File: src/hdl/esm_pkg.sv
// Package for the exact stamp match release queue.
// Holds the command, result and configuration types, codes and a shared helper.
// No dependencies.
package esm_pkg;

  localparam int unsigned DEPTH_DEFAULT    = 32;
  localparam int unsigned TAG_BITS_DEFAULT = 16;

  localparam logic [5:0]  DEPTH_LIMIT_RESET = 6'd30;
  localparam logic [15:0] WAIT_LIMIT_RESET  = 16'd500;

  // Register indexes on the configuration port.
  localparam logic REG_DEPTH_LIMIT = 1'b0;
  localparam logic REG_WAIT_LIMIT  = 1'b1;

  // Command opcodes; the unused code behaves as a tick.
  localparam logic [1:0] OP_IMAGE  = 2'd0;
  localparam logic [1:0] OP_DETECT = 2'd1;
  localparam logic [1:0] OP_TICK   = 2'd2;

  // Release causes.
  localparam logic [1:0] CAUSE_MATCHED = 2'd0;
  localparam logic [1:0] CAUSE_TIMEOUT = 2'd1;
  localparam logic [1:0] CAUSE_EVICTED = 2'd2;

  typedef struct packed {
    logic [1:0]         opcode;
    logic signed [31:0] stamp_seconds;
    logic [29:0]        stamp_nanoseconds;
    logic [15:0]        item_tag;
    logic [31:0]        current_time;
  } cmd_t;

  typedef struct packed {
    logic [15:0] frame_tag;
    logic [15:0] detection_tag;
    logic        has_detection;
    logic [1:0]  release_cause;
    logic [31:0] timeout_total;
    logic [31:0] pressure_total;
    logic [31:0] missed_total;
    logic        last;
  } res_t;

  typedef struct packed {
    logic [5:0]  depth_limit;
    logic [15:0] wait_limit;
  } cfg_t;

  // Events from the sequencer to the result staging.
  typedef struct packed {
    logic gen;
    logic done;
    res_t rel;
  } evt_t;

  function automatic logic [31:0] sat_inc(logic [31:0] v);
    return (v == '1) ? v : v + 32'd1;
  endfunction

endpackage

File: src/hdl/exact_stamp_match_release_queue.sv
// Top level of the exact stamp match release queue.
// Depends on esm_pkg, esm_apb_regs and esm_seq (which holds esm_ram).
//
// Usage. A command (image, detection or tick) is transferred on cmd_i at a
// rising edge with start high and busy low. Each released frame appears on
// res_o for exactly one cycle with res_valid_o high; the receiver cannot
// stall, so every result must be taken in that cycle. The final result of a
// command carries last. A command that releases nothing gives no result.
// Sequence while busy: an image writes its frame, with evictions; a
// detection compares the entries one at a time up to the match, or the whole
// queue on a miss, as the entry memory has a single read port; a tick does
// neither. Every command then drains the head and finishes. A result is held
// until the next release of its command, or the end of the command, shows
// whether it is the last, so the final one appears in the cycle after busy
// falls. The user must write configuration over the APB port only while the
// block is idle; the block itself does not enforce this. Reset empties the
// queue, clears the counters and loads the limits with their defaults; the
// entry memory itself is not cleared.
module exact_stamp_match_release_queue
  import esm_pkg::*;
#(
  parameter int unsigned DEPTH    = DEPTH_DEFAULT,
  parameter int unsigned TAG_BITS = TAG_BITS_DEFAULT
) (
  input  logic        clk_i,
  input  logic        rst_ni,
  input  logic        start,
  output logic        busy,
  input  cmd_t        cmd_i,
  output logic        res_valid_o,
  output res_t        res_o,
  input  logic        psel,
  input  logic        penable,
  input  logic        pwrite,
  input  logic [2:0]  paddr,
  input  logic [31:0] pwdata,
  output logic [31:0] prdata,
  output logic        pready
);

  cfg_t cfg;
  evt_t evt;
  res_t pend_q, res_q, res_d;
  logic pend_v_q, res_v_q;

  esm_apb_regs u_regs (
    .clk_i   (clk_i),
    .rst_ni  (rst_ni),
    .psel    (psel),
    .penable (penable),
    .pwrite  (pwrite),
    .paddr   (paddr),
    .pwdata  (pwdata),
    .prdata  (prdata),
    .pready  (pready),
    .cfg_o   (cfg)
  );

  esm_seq #(
    .DEPTH    (DEPTH),
    .TAG_BITS (TAG_BITS)
  ) u_seq (
    .clk_i   (clk_i),
    .rst_ni  (rst_ni),
    .start_i (start),
    .cmd_i   (cmd_i),
    .cfg_i   (cfg),
    .busy_o  (busy),
    .evt_o   (evt)
  );

  // One result is held back until the next one, or the end of the command,
  // shows whether it is the last.
  always_ff @(posedge clk_i or negedge rst_ni) begin
    if (!rst_ni) begin
      pend_v_q <= 1'b0;
      res_v_q  <= 1'b0;
    end else begin
      res_v_q <= 1'b0;
      if (evt.gen) begin
        res_v_q  <= pend_v_q;
        pend_v_q <= 1'b1;
      end else if (evt.done) begin
        res_v_q  <= pend_v_q;
        pend_v_q <= 1'b0;
      end
    end
  end

  always_comb begin
    res_d      = pend_q;
    res_d.last = evt.done;
  end

  always_ff @(posedge clk_i) begin
    if (evt.gen) begin
      res_q  <= res_d;
      pend_q <= evt.rel;
    end else if (evt.done) begin
      res_q <= res_d;
    end
  end

  assign res_valid_o = res_v_q;
  assign res_o       = res_q;

endmodule

File: src/hdl/esm_ram.sv
// Generic single-clock RAM with one write port and one registered read port.
// No dependencies.
module esm_ram #(
  parameter int unsigned WIDTH = 8,
  parameter int unsigned DEPTH = 32
) (
  input  logic                                       clk_i,
  input  logic                                       we_i,
  input  logic [(DEPTH > 1 ? $clog2(DEPTH) : 1)-1:0] waddr_i,
  input  logic [WIDTH-1:0]                           wdata_i,
  input  logic                                       re_i,
  input  logic [(DEPTH > 1 ? $clog2(DEPTH) : 1)-1:0] raddr_i,
  output logic [WIDTH-1:0]                           rdata_o
);

  logic [WIDTH-1:0] mem [DEPTH];

  always_ff @(posedge clk_i) begin
    if (we_i) begin
      mem[waddr_i] <= wdata_i;
    end
    if (re_i) begin
      rdata_o <= mem[raddr_i];
    end
  end

endmodule

File: src/hdl/esm_apb_regs.sv
// APB-style configuration registers: depth limit and wait limit.
// Depends on esm_pkg.
module esm_apb_regs
  import esm_pkg::*;
(
  input  logic        clk_i,
  input  logic        rst_ni,
  input  logic        psel,
  input  logic        penable,
  input  logic        pwrite,
  input  logic [2:0]  paddr,
  input  logic [31:0] pwdata,
  output logic [31:0] prdata,
  output logic        pready,
  output cfg_t        cfg_o
);

  logic [5:0]  depth_limit_q;
  logic [15:0] wait_limit_q;
  logic        reg_idx;

  assign reg_idx = paddr[2];
  assign pready  = 1'b1;

  always_ff @(posedge clk_i or negedge rst_ni) begin
    if (!rst_ni) begin
      depth_limit_q <= DEPTH_LIMIT_RESET;
      wait_limit_q  <= WAIT_LIMIT_RESET;
    end else if (psel && penable && pwrite) begin
      case (reg_idx)
        REG_DEPTH_LIMIT: depth_limit_q <= pwdata[5:0];
        REG_WAIT_LIMIT:  wait_limit_q  <= pwdata[15:0];
        default: ;
      endcase
    end
  end

  always_comb begin
    case (reg_idx)
      REG_DEPTH_LIMIT: prdata = {26'd0, depth_limit_q};
      REG_WAIT_LIMIT:  prdata = {16'd0, wait_limit_q};
      default:         prdata = '0;
    endcase
  end

  assign cfg_o.depth_limit = depth_limit_q;
  assign cfg_o.wait_limit  = wait_limit_q;

endmodule

File: src/hdl/esm_seq.sv
// Frame queue sequencer: entry memory, head/tail pointers, counters and the
// read-modify-write state machine that appends, matches, evicts and drains.
// Depends on esm_pkg and esm_ram.
module esm_seq
  import esm_pkg::*;
#(
  parameter int unsigned DEPTH    = DEPTH_DEFAULT,
  parameter int unsigned TAG_BITS = TAG_BITS_DEFAULT
) (
  input  logic clk_i,
  input  logic rst_ni,
  input  logic start_i,
  input  cmd_t cmd_i,
  input  cfg_t cfg_i,
  output logic busy_o,
  output evt_t evt_o
);

  localparam int unsigned IDX_W   = (DEPTH > 1) ? $clog2(DEPTH) : 1;
  localparam int unsigned CNT_W   = $clog2(DEPTH + 1);
  // Entry layout: matched flag, detection tag, frame tag, arrival time, stamp.
  localparam int unsigned D_LO    = 1;
  localparam int unsigned F_LO    = 1 + TAG_BITS;
  localparam int unsigned A_LO    = 1 + 2 * TAG_BITS;
  localparam int unsigned S_LO    = 33 + 2 * TAG_BITS;
  localparam int unsigned ENTRY_W = 95 + 2 * TAG_BITS;

  typedef enum logic [2:0] {
    S_IDLE,
    S_WRITE,
    S_EVICT_RD,
    S_EVICT_EMIT,
    S_SCAN,
    S_DRAIN_RD,
    S_DRAIN_CHK,
    S_FLUSH
  } state_e;

  state_e            state_q;
  cmd_t              cmd_q;
  logic [IDX_W-1:0]  head_q, tail_q, scan_ptr_q, slot_q;
  logic [CNT_W-1:0]  count_q, scan_left_q;
  logic              inflight_q, wr_pend_q;
  logic [31:0]       timeout_q, pressure_q, missed_q;
  logic              gen_q, done_q;
  res_t              rel_q;

  logic              ram_we, ram_re;
  logic [IDX_W-1:0]  ram_waddr, ram_raddr;
  logic [ENTRY_W-1:0] ram_wdata, ram_rdata;

  logic [CNT_W-1:0]  lim;
  logic [TAG_BITS-1:0] tag_in;
  logic [61:0]       stamp_in;
  logic              scan_hit;
  logic [31:0]       age;
  logic              aged_out;
  logic [15:0]       rd_ftag, rd_dtag;

  function automatic logic [IDX_W-1:0] next_idx(logic [IDX_W-1:0] x);
    return (x == IDX_W'(DEPTH - 1)) ? '0 : x + IDX_W'(1);
  endfunction

  function automatic logic [TAG_BITS-1:0] tag_from16(logic [15:0] v);
    logic [TAG_BITS-1:0] r;
    r = '0;
    for (int b = 0; b < TAG_BITS && b < 16; b++) r[b] = v[b];
    return r;
  endfunction

  function automatic logic [15:0] tag_to16(logic [TAG_BITS-1:0] v);
    logic [15:0] r;
    r = '0;
    for (int b = 0; b < TAG_BITS && b < 16; b++) r[b] = v[b];
    return r;
  endfunction

  esm_ram #(
    .WIDTH (ENTRY_W),
    .DEPTH (DEPTH)
  ) u_ram (
    .clk_i   (clk_i),
    .we_i    (ram_we),
    .waddr_i (ram_waddr),
    .wdata_i (ram_wdata),
    .re_i    (ram_re),
    .raddr_i (ram_raddr),
    .rdata_o (ram_rdata)
  );

  always_comb begin
    if (cfg_i.depth_limit == '0) begin
      lim = CNT_W'(1);
    end else if (32'(cfg_i.depth_limit) > 32'(DEPTH)) begin
      lim = CNT_W'(DEPTH);
    end else begin
      lim = CNT_W'(cfg_i.depth_limit);
    end
  end

  assign tag_in   = tag_from16(cmd_q.item_tag);
  assign stamp_in = {cmd_q.stamp_seconds, cmd_q.stamp_nanoseconds};
  assign scan_hit = inflight_q && (ram_rdata[S_LO +: 62] == stamp_in);
  assign age      = cmd_q.current_time - ram_rdata[A_LO +: 32];
  assign aged_out = age >= {16'd0, cfg_i.wait_limit};
  assign rd_ftag  = tag_to16(ram_rdata[F_LO +: TAG_BITS]);
  assign rd_dtag  = tag_to16(ram_rdata[D_LO +: TAG_BITS]);

  // Memory port control. The scan issues one read per cycle and checks the
  // entry read in the previous cycle; a hit is written back at once.
  always_comb begin
    ram_we    = 1'b0;
    ram_waddr = tail_q;
    ram_wdata = {stamp_in, cmd_q.current_time, tag_in, {TAG_BITS{1'b0}}, 1'b0};
    ram_re    = 1'b0;
    ram_raddr = head_q;
    case (state_q)
      S_WRITE: begin
        ram_we = 1'b1;
      end
      S_EVICT_RD, S_DRAIN_RD: begin
        ram_re = 1'b1;
      end
      S_SCAN: begin
        if (scan_hit) begin
          ram_we    = 1'b1;
          ram_waddr = slot_q;
          ram_wdata = {ram_rdata[ENTRY_W-1:F_LO], tag_in, 1'b1};
        end else if (scan_left_q != '0) begin
          ram_re    = 1'b1;
          ram_raddr = scan_ptr_q;
        end
      end
      default: ;
    endcase
  end

  always_ff @(posedge clk_i or negedge rst_ni) begin
    if (!rst_ni) begin
      state_q     <= S_IDLE;
      cmd_q       <= '0;
      head_q      <= '0;
      tail_q      <= '0;
      scan_ptr_q  <= '0;
      slot_q      <= '0;
      count_q     <= '0;
      scan_left_q <= '0;
      inflight_q  <= 1'b0;
      wr_pend_q   <= 1'b0;
      timeout_q   <= '0;
      pressure_q  <= '0;
      missed_q    <= '0;
      gen_q       <= 1'b0;
      done_q      <= 1'b0;
      rel_q       <= '0;
    end else begin
      gen_q  <= 1'b0;
      done_q <= 1'b0;
      case (state_q)
        S_IDLE: begin
          if (start_i) begin
            cmd_q <= cmd_i;
            case (cmd_i.opcode)
              OP_IMAGE: begin
                // A full queue loses its head before the new frame goes in.
                if (count_q == CNT_W'(DEPTH)) begin
                  wr_pend_q <= 1'b1;
                  state_q   <= S_EVICT_RD;
                end else begin
                  state_q <= S_WRITE;
                end
              end
              OP_DETECT: begin
                scan_ptr_q  <= head_q;
                scan_left_q <= count_q;
                inflight_q  <= 1'b0;
                state_q     <= S_SCAN;
              end
              default: state_q <= S_DRAIN_RD;
            endcase
          end
        end
        S_WRITE: begin
          tail_q    <= next_idx(tail_q);
          count_q   <= count_q + CNT_W'(1);
          wr_pend_q <= 1'b0;
          state_q   <= (count_q >= lim) ? S_EVICT_RD : S_DRAIN_RD;
        end
        S_EVICT_RD: begin
          state_q <= S_EVICT_EMIT;
        end
        S_EVICT_EMIT: begin
          pressure_q              <= sat_inc(pressure_q);
          gen_q                   <= 1'b1;
          rel_q.frame_tag         <= rd_ftag;
          rel_q.detection_tag     <= '0;
          rel_q.has_detection     <= 1'b0;
          rel_q.release_cause     <= CAUSE_EVICTED;
          rel_q.timeout_total     <= timeout_q;
          rel_q.pressure_total    <= sat_inc(pressure_q);
          rel_q.missed_total      <= missed_q;
          rel_q.last              <= 1'b0;
          head_q                  <= next_idx(head_q);
          count_q                 <= count_q - CNT_W'(1);
          if (wr_pend_q) begin
            state_q <= S_WRITE;
          end else if ((count_q - CNT_W'(1)) > lim) begin
            state_q <= S_EVICT_RD;
          end else begin
            state_q <= S_DRAIN_RD;
          end
        end
        S_SCAN: begin
          if (scan_hit) begin
            inflight_q <= 1'b0;
            state_q    <= S_DRAIN_RD;
          end else if (scan_left_q == '0) begin
            inflight_q <= 1'b0;
            missed_q   <= sat_inc(missed_q);
            state_q    <= S_DRAIN_RD;
          end else begin
            inflight_q  <= 1'b1;
            slot_q      <= scan_ptr_q;
            scan_ptr_q  <= next_idx(scan_ptr_q);
            scan_left_q <= scan_left_q - CNT_W'(1);
          end
        end
        S_DRAIN_RD: begin
          state_q <= (count_q == '0) ? S_FLUSH : S_DRAIN_CHK;
        end
        S_DRAIN_CHK: begin
          if (ram_rdata[0] || aged_out) begin
            gen_q                <= 1'b1;
            rel_q.frame_tag      <= rd_ftag;
            rel_q.pressure_total <= pressure_q;
            rel_q.missed_total   <= missed_q;
            rel_q.last           <= 1'b0;
            if (ram_rdata[0]) begin
              rel_q.detection_tag <= rd_dtag;
              rel_q.has_detection <= 1'b1;
              rel_q.release_cause <= CAUSE_MATCHED;
              rel_q.timeout_total <= timeout_q;
            end else begin
              timeout_q           <= sat_inc(timeout_q);
              rel_q.detection_tag <= '0;
              rel_q.has_detection <= 1'b0;
              rel_q.release_cause <= CAUSE_TIMEOUT;
              rel_q.timeout_total <= sat_inc(timeout_q);
            end
            head_q  <= next_idx(head_q);
            count_q <= count_q - CNT_W'(1);
            state_q <= S_DRAIN_RD;
          end else begin
            state_q <= S_FLUSH;
          end
        end
        S_FLUSH: begin
          done_q  <= 1'b1;
          state_q <= S_IDLE;
        end
        default: state_q <= S_IDLE;
      endcase
    end
  end

  assign busy_o    = (state_q != S_IDLE);
  assign evt_o.gen  = gen_q;
  assign evt_o.done = done_q;
  assign evt_o.rel  = rel_q;

  a_count_bound: assert property (@(posedge clk_i) disable iff (!rst_ni)
    count_q <= CNT_W'(DEPTH))
    else $error("queue count above capacity");

  a_gen_done_excl: assert property (@(posedge clk_i) disable iff (!rst_ni)
    !(gen_q && done_q))
    else $error("release and completion in the same cycle");

  a_write_states: assert property (@(posedge clk_i) disable iff (!rst_ni)
    ram_we |-> (state_q == S_WRITE || state_q == S_SCAN))
    else $error("entry memory written outside append or match");

  a_start_busy: assert property (@(posedge clk_i) disable iff (!rst_ni)
    (start_i && !busy_o) |=> busy_o)
    else $error("accepted command did not make the block busy");

  a_timeout_sat: assert property (@(posedge clk_i) disable iff (!rst_ni)
    (timeout_q == '1) |=> (timeout_q == '1))
    else $error("timeout counter wrapped");

endmodule
File: config.mk
export PLATFORM = sky130hd
export DESIGN_NAME = exact_stamp_match_release_queue
export DESIGN_NICKNAME = d
export VERILOG_FILES = /design/src/hdl/esm_pkg.sv /design/src/hdl/exact_stamp_match_release_queue.sv /design/src/hdl/esm_ram.sv /design/src/hdl/esm_apb_regs.sv /design/src/hdl/esm_seq.sv
export SDC_FILE = /design/constraint.sdc
export NUM_CORES = 2
export LEC_CHECK = 0
export ABC_AREA = 0
export ABC_CLOCK_PERIOD_IN_PS = 10600
export BUFFER_PORTS_ARGS = -buffer_cell sky130_fd_sc_hd__clkbuf_2
export CAP_MARGIN = 20
export CORE_ASPECT_RATIO = 2
export CORE_UTILIZATION = 30
export DETAILED_ROUTE_END_ITERATION = 12
export GPL_ROUTABILITY_DRIVEN = 0
export GPL_TIMING_DRIVEN = 0
export PLACE_DENSITY = 0.45
export SYNTH_ARGS = -nofsm -noshare
export SYNTH_HDL_FRONTEND = slang
export SYNTH_SLANG_ARGS = --single-unit
File: constraint.sdc
create_clock -name clk_i -period 10.6 [get_ports clk_i]
set_input_delay 3.18 -clock clk_i [delete_from_list [all_inputs] [get_ports clk_i]]
set_output_delay 3.18 -clock clk_i [all_outputs]
set_load 0.02 [all_outputs]
### Word-level counts from Yosys, hierarchy flattened

Memories as Yosys holds them, arrays and structs flattened. A register that Yosys moved wholly into a read port is not among the register bits.
Index checks and enable logic that the tools add are counted.

| storage, ports and cells | value |
|---|---|
| memories | 1 |
| output and inout port bits | 167 |
| bits in writable memories | 4064 |
| word-level logic and storage cells | 185 |
| bits in registers | 663 |
| input bits | 153 |

| cells by class | value |
|---|---|
| reductions and logical operators | 29 |
| magnitude comparators | 4 |
| add/subtract/negate cells | 10 |
| bitwise gates (word level) | 5 |
| equality and inequality tests | 24 |
| multiplexer cells | 68 |

Memories:

| memory | depth | width | rd ports | clocked after memory_dff | wr ports | RTL line | RTL |
|---|---|---|---|---|---|---|---|
| u_seq.u_ram.mem | 32 | 127 | 1 | 1 | 1 | esm_ram.sv:16 | `logic [WIDTH-1:0] mem [DEPTH];` |

Operators with widths:

| operator | count |
|---|---|
| $mux 132 | 3 |
| $pmux 132 s2 | 1 |
| $mux 127 | 2 |
| $add 32x1->32 const B | 3 |
| $eq 32x32->1 const B | 3 |
| $mux 5 | 13 |
| $mux 32 | 2 |
| $pmux 32 s2 | 1 |
| $eq 62x62->1 | 1 |
| $mux 51 | 1 |
| $mux 6 | 7 |
| $ge 32x16->1 | 1 |
| $sub 32x32->32 | 1 |
| $pmux 3 s8 | 1 |
| $pmux 5 s2 | 2 |
| $mux 1 | 19 |
| $logic_not 6->1 | 3 |
| $mux 3 | 6 |
| $pmux 6 s3 | 1 |
| $add 5x1->5 const B | 3 |
| $eq 5x5->1 const B | 3 |
| $eq 3x3->1 const B | 4 |
| $pmux 6 s2 | 1 |
| $reduce_and 2->1 | 6 |
| 27 further kinds | 52 |

### Logic depth before layout (Yosys ltp)

| depth | value |
|---|---|
| depth after elaboration | 7 |
| depth in mapped cells | 26 |
| gate-level depth less buffers | 23 |

### By module

A second synthesis with hierarchy kept.

| unflattened totals | value |
|---|---|
| cells, all modules | 8899 |
| area total of the unflattened synthesis | 186158.5 µm² |

Modules (own cells, without submodules):

| module | cells each | seq. area each (µm²) | instances | area each (µm²) |
|---|---|---|---|---|
| esm_ram | 6384 | 125850.7 | 1 | 155251.4 |
| esm_seq | 2161 | 9409.0 | 1 | 21749.6 |
| exact_stamp_match_release_queue | 270 | 7947.6 | 1 | 7981.4 |
| esm_apb_regs | 84 | 563.0 | 1 | 1176.1 |

### Worst setup path after synthesis

No wires, ideal clock.

| path | value |
|---|---|
| kind | reg-to-reg |
| from | reg u_seq.cmd_q[83] in the netlist's numbering |
| to | mem u_seq.u_ram.mem[10][0] in the netlist's numbering, enable pin |
| arrival time | 7.995 ns |
| period minus slack after synthesis | 8.610 ns |
| library setup time | 0.615 ns |
| buffers on the path | 2 |
| setup slack | 1.990 ns |
| stages on the path, launching flop included | 10 |
| required time | 9.985 ns |
| path through | dfrtp_1 -> nor2b_1 -> a2111o_1 -> a2111oi_0 -> nand4_1 -> nor3_1 -> clkbuf_1 -> clkbuf_1 -> a31oi_1 -> nor2_1 |

| on the way | value |
|---|---|
| word-level cells in the longest chain between the ends | 6 |
| elaborated cells on any way between the ends | 8 |
| classes of those cells | eq/ne: 1; mux: 6; reduce/logical: 1 |

Ends and longest elaborated chain:

| element | RTL line | RTL |
|---|---|---|
| start: declaration | esm_seq.sv:40 | `cmd_t cmd_q;` |
| start signal: assignment | esm_seq.sv:162 | `cmd_q <= cmd_i;` |
| $eq 62x62->1 * | esm_seq.sv:103 | `assign scan_hit = inflight_q && (ram_rdata[S_LO +: 62] == stamp_in);` |
| $logic_and 1x1->1 * | esm_seq.sv:103 |  |
| $mux 1 | esm_seq.sv:125 | `if (scan_hit) begin` |
| $pmux 1 s2 | esm_seq.sv:117 | `case (state_q)` |
| $mux 1 | esm_ram.sv:19 | `if (we_i) begin` |
| $mux 1 (not written as such) | esm_ram.sv:20 | `mem[waddr_i] <= wdata_i;` |
| end: declaration | esm_ram.sv:16 |  |

Mark *: on every way between the ends. The rest lies on a longest branch, timed or not.

### Worst setup path in the final report

| path | value |
|---|---|
| from | reg u_seq.cmd_q[48] in the netlist's numbering |
| to | reg u_seq.u_ram.rdata_o[56], read port of u_seq.u_ram.mem, data pin |

| on the way | value |
|---|---|
| word-level cells in the longest chain between the ends | 4 |
| elaborated cells on any way between the ends | 6 |
| classes of those cells | eq/ne: 1; mux: 4; reduce/logical: 1 |

Ends and longest elaborated chain:

| element | RTL line | RTL |
|---|---|---|
| $eq 62x62->1 * | esm_seq.sv:103 |  |
| $logic_and 1x1->1 * | esm_seq.sv:103 |  |
| $mux 1 or $mux 5 (tied branches) | esm_seq.sv:125 |  |
| $pmux 1 s2 or $mux 5 (tied branches) | esm_seq.sv:117 |  |
| end: declaration | esm_ram.sv:13 | `output logic [WIDTH-1:0] rdata_o` |

Marked as above.
A chain may end at the register's enable or synchronous reset.

==> flow_metrics.tcl <==
set metrics [dict create \
    synth_flop_cell "edfxtp_1" \
    combPwrFrac_pct 38.4 \
    setup_tns_ns 0 \
    io_buffer_count 283 \
    avgSynthCellArea_sq_um 14.45 \
    cts_tree "done" \
    max_freq_mhz 114.7 \
    min_path_type "reg -> reg" \
    start_kind "flip-flop" \
    clk_pin_slew_ns 0.07 \
    synth_edf_count 4454 \
    synth_common_cells "4454 x edfxtp_1, 3179 x nand2_1, 1087 x nand3_1" \
    yosysUniqueCellTypes 77 \
    overflow 0 \
    min_period_ns 8.721 \
    vias 115008 \
    ys_seq_elements 4854 \
    powerDensity_nw_per_um2 299.5 \
    cp_max_fo 10 \
    finalMaxSlewViolations 0 \
    cts.sinks 4854 \
    yosysSeqAreaShare_pct 76.10 \
    viasPerCell 5.037 \
    htree_num_levels 5 \
    route.antenna.remaining_nets 0 \
    start_util_pct 30.14 \
    route.detailed.drc 0 \
    worstPathArrival_ns 9.37 \
    drt_iter0_drc 9609 \
    sw_frac_of_total_pct 41.52 \
    area_growth_pct 17.51 \
    dieArea_sq_um 633100 \
    yosysTopAreaCell "edfxtp_1" \
    outcome "completed" \
    postCtsSetupRepairBufs 0 \
    path_class "reg -> reg" \
    p_clk_share_pct 24.2 \
    setup_ws_ns 1.879 \
    drive_above_1_share_pct 12.53 \
    firstDrtPassIters 8 \
    fin_skew_ns 0.08313 \
    min_period_over_period_pct 82.27 \
    max_cap_violations 0 \
    ys_top_cells_by_area "edfxtp_1 71%, nand2_1 6.3%, dfrtp_1 5.2%, nand3_1 2.9%, mux2i_1 2.7%" \
    endpoint_kind "flip-flop" \
    die_h_um 1124 \
    grt_max_degree 98 \
    design_area_sq_um 222000 \
    clk_latency_ns 1.08 \
    p_leak_nw 75.47 \
    wirelength_um 684700 \
    p_sw_mw 27.61 \
    fin_util_pct 35.41 \
    cp_slowest_stage_delay_ns 1.07 \
    netlist_area_sq_um 188900 \
    hold_violations 0 \
    multi_input_area_sq_um 41780 \
    worst_pin_slew_ns 1.239 \
    synth_most_common_cell "edfxtp_1" \
    worstPathRequired_ns 11.25 \
    finalPower_mw 66.49 \
    wl_per_cell_um 29.99 \
    critPathSlowestCell "nor4_1" \
    seqCellArea_sq_um 143800 \
    synth_top_cell_area_share_pct 70.80 \
    grt_antenna_before_repair 51 \
    grt_pass1_vias 114426 \
    final_cells 22833 \
    worstPathCellList "xnor2_1 -> nand4_1 -> nor4_1 -> nand4_1 -> buf_16 -> o211a_1 -> mux2_2 -> buf_2 -> clkbuf_1 -> clkbuf_2 -> buf_12 -> clkbuf_1 -> nand2_1 -> nand3_1 -> a31oi_1 -> nor4_1" \
    clock_path_buffers 5 \
    synth_warnings 0 \
    finalNetCount 14407 \
    dpl_cell_area_sq_um 207800 \
    placementRows 411 \
    hold_buffers 0 \
    die_x_um 563.1 \
    ios 320 \
    seqPwrFrac_pct 37.4 \
    cts_resized 0 \
    root_buffer "clkbuf_16" \
    vdd_drop_max_v 0.0003034 \
    fillCellCount 60229 \
    pre_cts_ws_ns 1.701 \
    p_int_mw 38.88 \
    syn_inst 13076 \
    rsz0062_at_grt "false" \
    coreArea_sq_um 626900 \
    dp.cells 21986 \
    track_usage_pct 21.18 \
    cts_buffers 449 \
    setup_viol 0 \
    async_flop_share_pct 8.241 \
    hold_slack_ns 0.4135 \
    hpwl_um 505100 \
    relSlewSlack_pct 16.66 \
    grt_pass1_wl_um 926100 \
]
## kinds of logic after synthesis
family / count (synthesis) / share of synthesized area (%)
DFF: 4854 / 76.10
and+or+nand+nor: 4837 / 10.90
AOI/OAI and AO/OA: 1368 / 5.209
buffers and inverters: 954 / 2.019
muxes: 775 / 4.296
xor gates and xnor gates: 214 / 0.9921
adders and majority gates: 72 / 0.4808
other: 2 / 0.003975
## power by group through the flow
stage          clock (mW)  sequential [mW]  combinational (mW)
2_1_floorplan           0             24.7                12.5
3_3_place_gp            0             25.5                24.8
3_5_place_dp            0             25.3                25.7
4_1_cts              16.4             24.9                25.8
5_1_grt              17.0             24.9                26.7
6_report             16.1             24.9                25.5
## final timing paths
| path | start | end | slack, ns | cells past startpoint |
|---|---|---|---|---|
| worst max-delay path | u_seq.cmd_q[48] | u_seq.u_ram.rdata_o[56] | 1.88 | 16 |
| worst min-delay path | pend_q[73] | res_o[73] | 0.41 | 0 |
| worst max register to register | u_seq.cmd_q[48] | u_seq.u_ram.rdata_o[56] | 1.88 | 16 |
| worst min register to register | pend_q[73] | res_o[73] | 0.41 | 0 |
| max in group asynchronous | rst_ni | u_seq.gen_q | 6.40 | 5 |
| min in group asynchronous | rst_ni | u_seq.cmd_q[17] | 1.98 | 1 |
## cell type report
class	count	area share (%)
repair buffers	640	3.636
clock inverters	256	0.9762
plain buffers	852	1.607
flip-flops and latches	4854	64.77
diodes	34	0.03833
well taps	8260	4.656
multi-input cells	7283	18.82
inverters	102	0.1725
clock buffers	552	5.328
## placed cells by master (no fill, tap or decap), types with 39 or more instances in the layout
master | Yosys | layout
edfxtp_1 | 4454 | 4454
nand2_1 | 3179 | 3179
nand3_1 | 1087 | 1087
clkbuf_1 | 711 | 695
a31oi_1 | 525 | 524
mux2i_1 | 516 | 515
a32oi_1 | 509 | 507
clkbuf_16 | 0 | 455
dfrtp_1 | 390 | 389
clkbuf_2 | 0 | 384
mux2_2 | 250 | 250
buf_12 | 0 | 227
xnor2_1 | 151 | 150
nor4_1 | 149 | 138
o21ai_0 | 136 | 134
nor2_1 | 168 | 134
buf_2 | 90 | 109
clkinv_1 | 1 | 102
inv_1 | 100 | 100
clkinv_2 | 0 | 81
ha_1 | 71 | 71
a21oi_1 | 64 | 64
xor2_1 | 63 | 63
buf_4 | 28 | 56
nand4_1 | 46 | 46
buf_16 | 0 | 45
nor3_1 | 39 | 39
## state kept, by name (all words and copies together) (netlist names), 6 cells and up
signal / cells
u_seq.pressure_q: 32
u_seq.tag_in: 16
res_o: 132
u_regs.wait_limit_q: 16
u_regs.depth_limit_q: 6
u_seq.timeout_q: 32
u_seq.scan_left_q: 6
u_seq.missed_q: 32
u_seq.evt_o: 131
u_seq.u_ram.rdata_o: 127
u_seq.count_q: 6
u_seq.u_ram.mem: 4064
pend_q: 131
u_seq.cmd_q: 94
## critical path: cells and delay by family, from the launching register on
kind	cells	cell delay, ns
AOI/OAI and AO/OA	2	0.44
xor gates and xnor gates	1	1.04
buffers and inverters	6	3.13
DFF	1	0.67
muxes	1	0.24
and+or+nand+nor	6	2.64
## routing by layer
metal	GRT usage (%)	vias up	part of all wire [%]
li1	-	51222	-
met1	21.22	59057	34
met2	40.25	3467	54
met3	2.160	1252	3.7
met4	15.59	10	8.1
met5	0	-	0.0098
No activity file was read; power rests on OpenSTA's default activity.
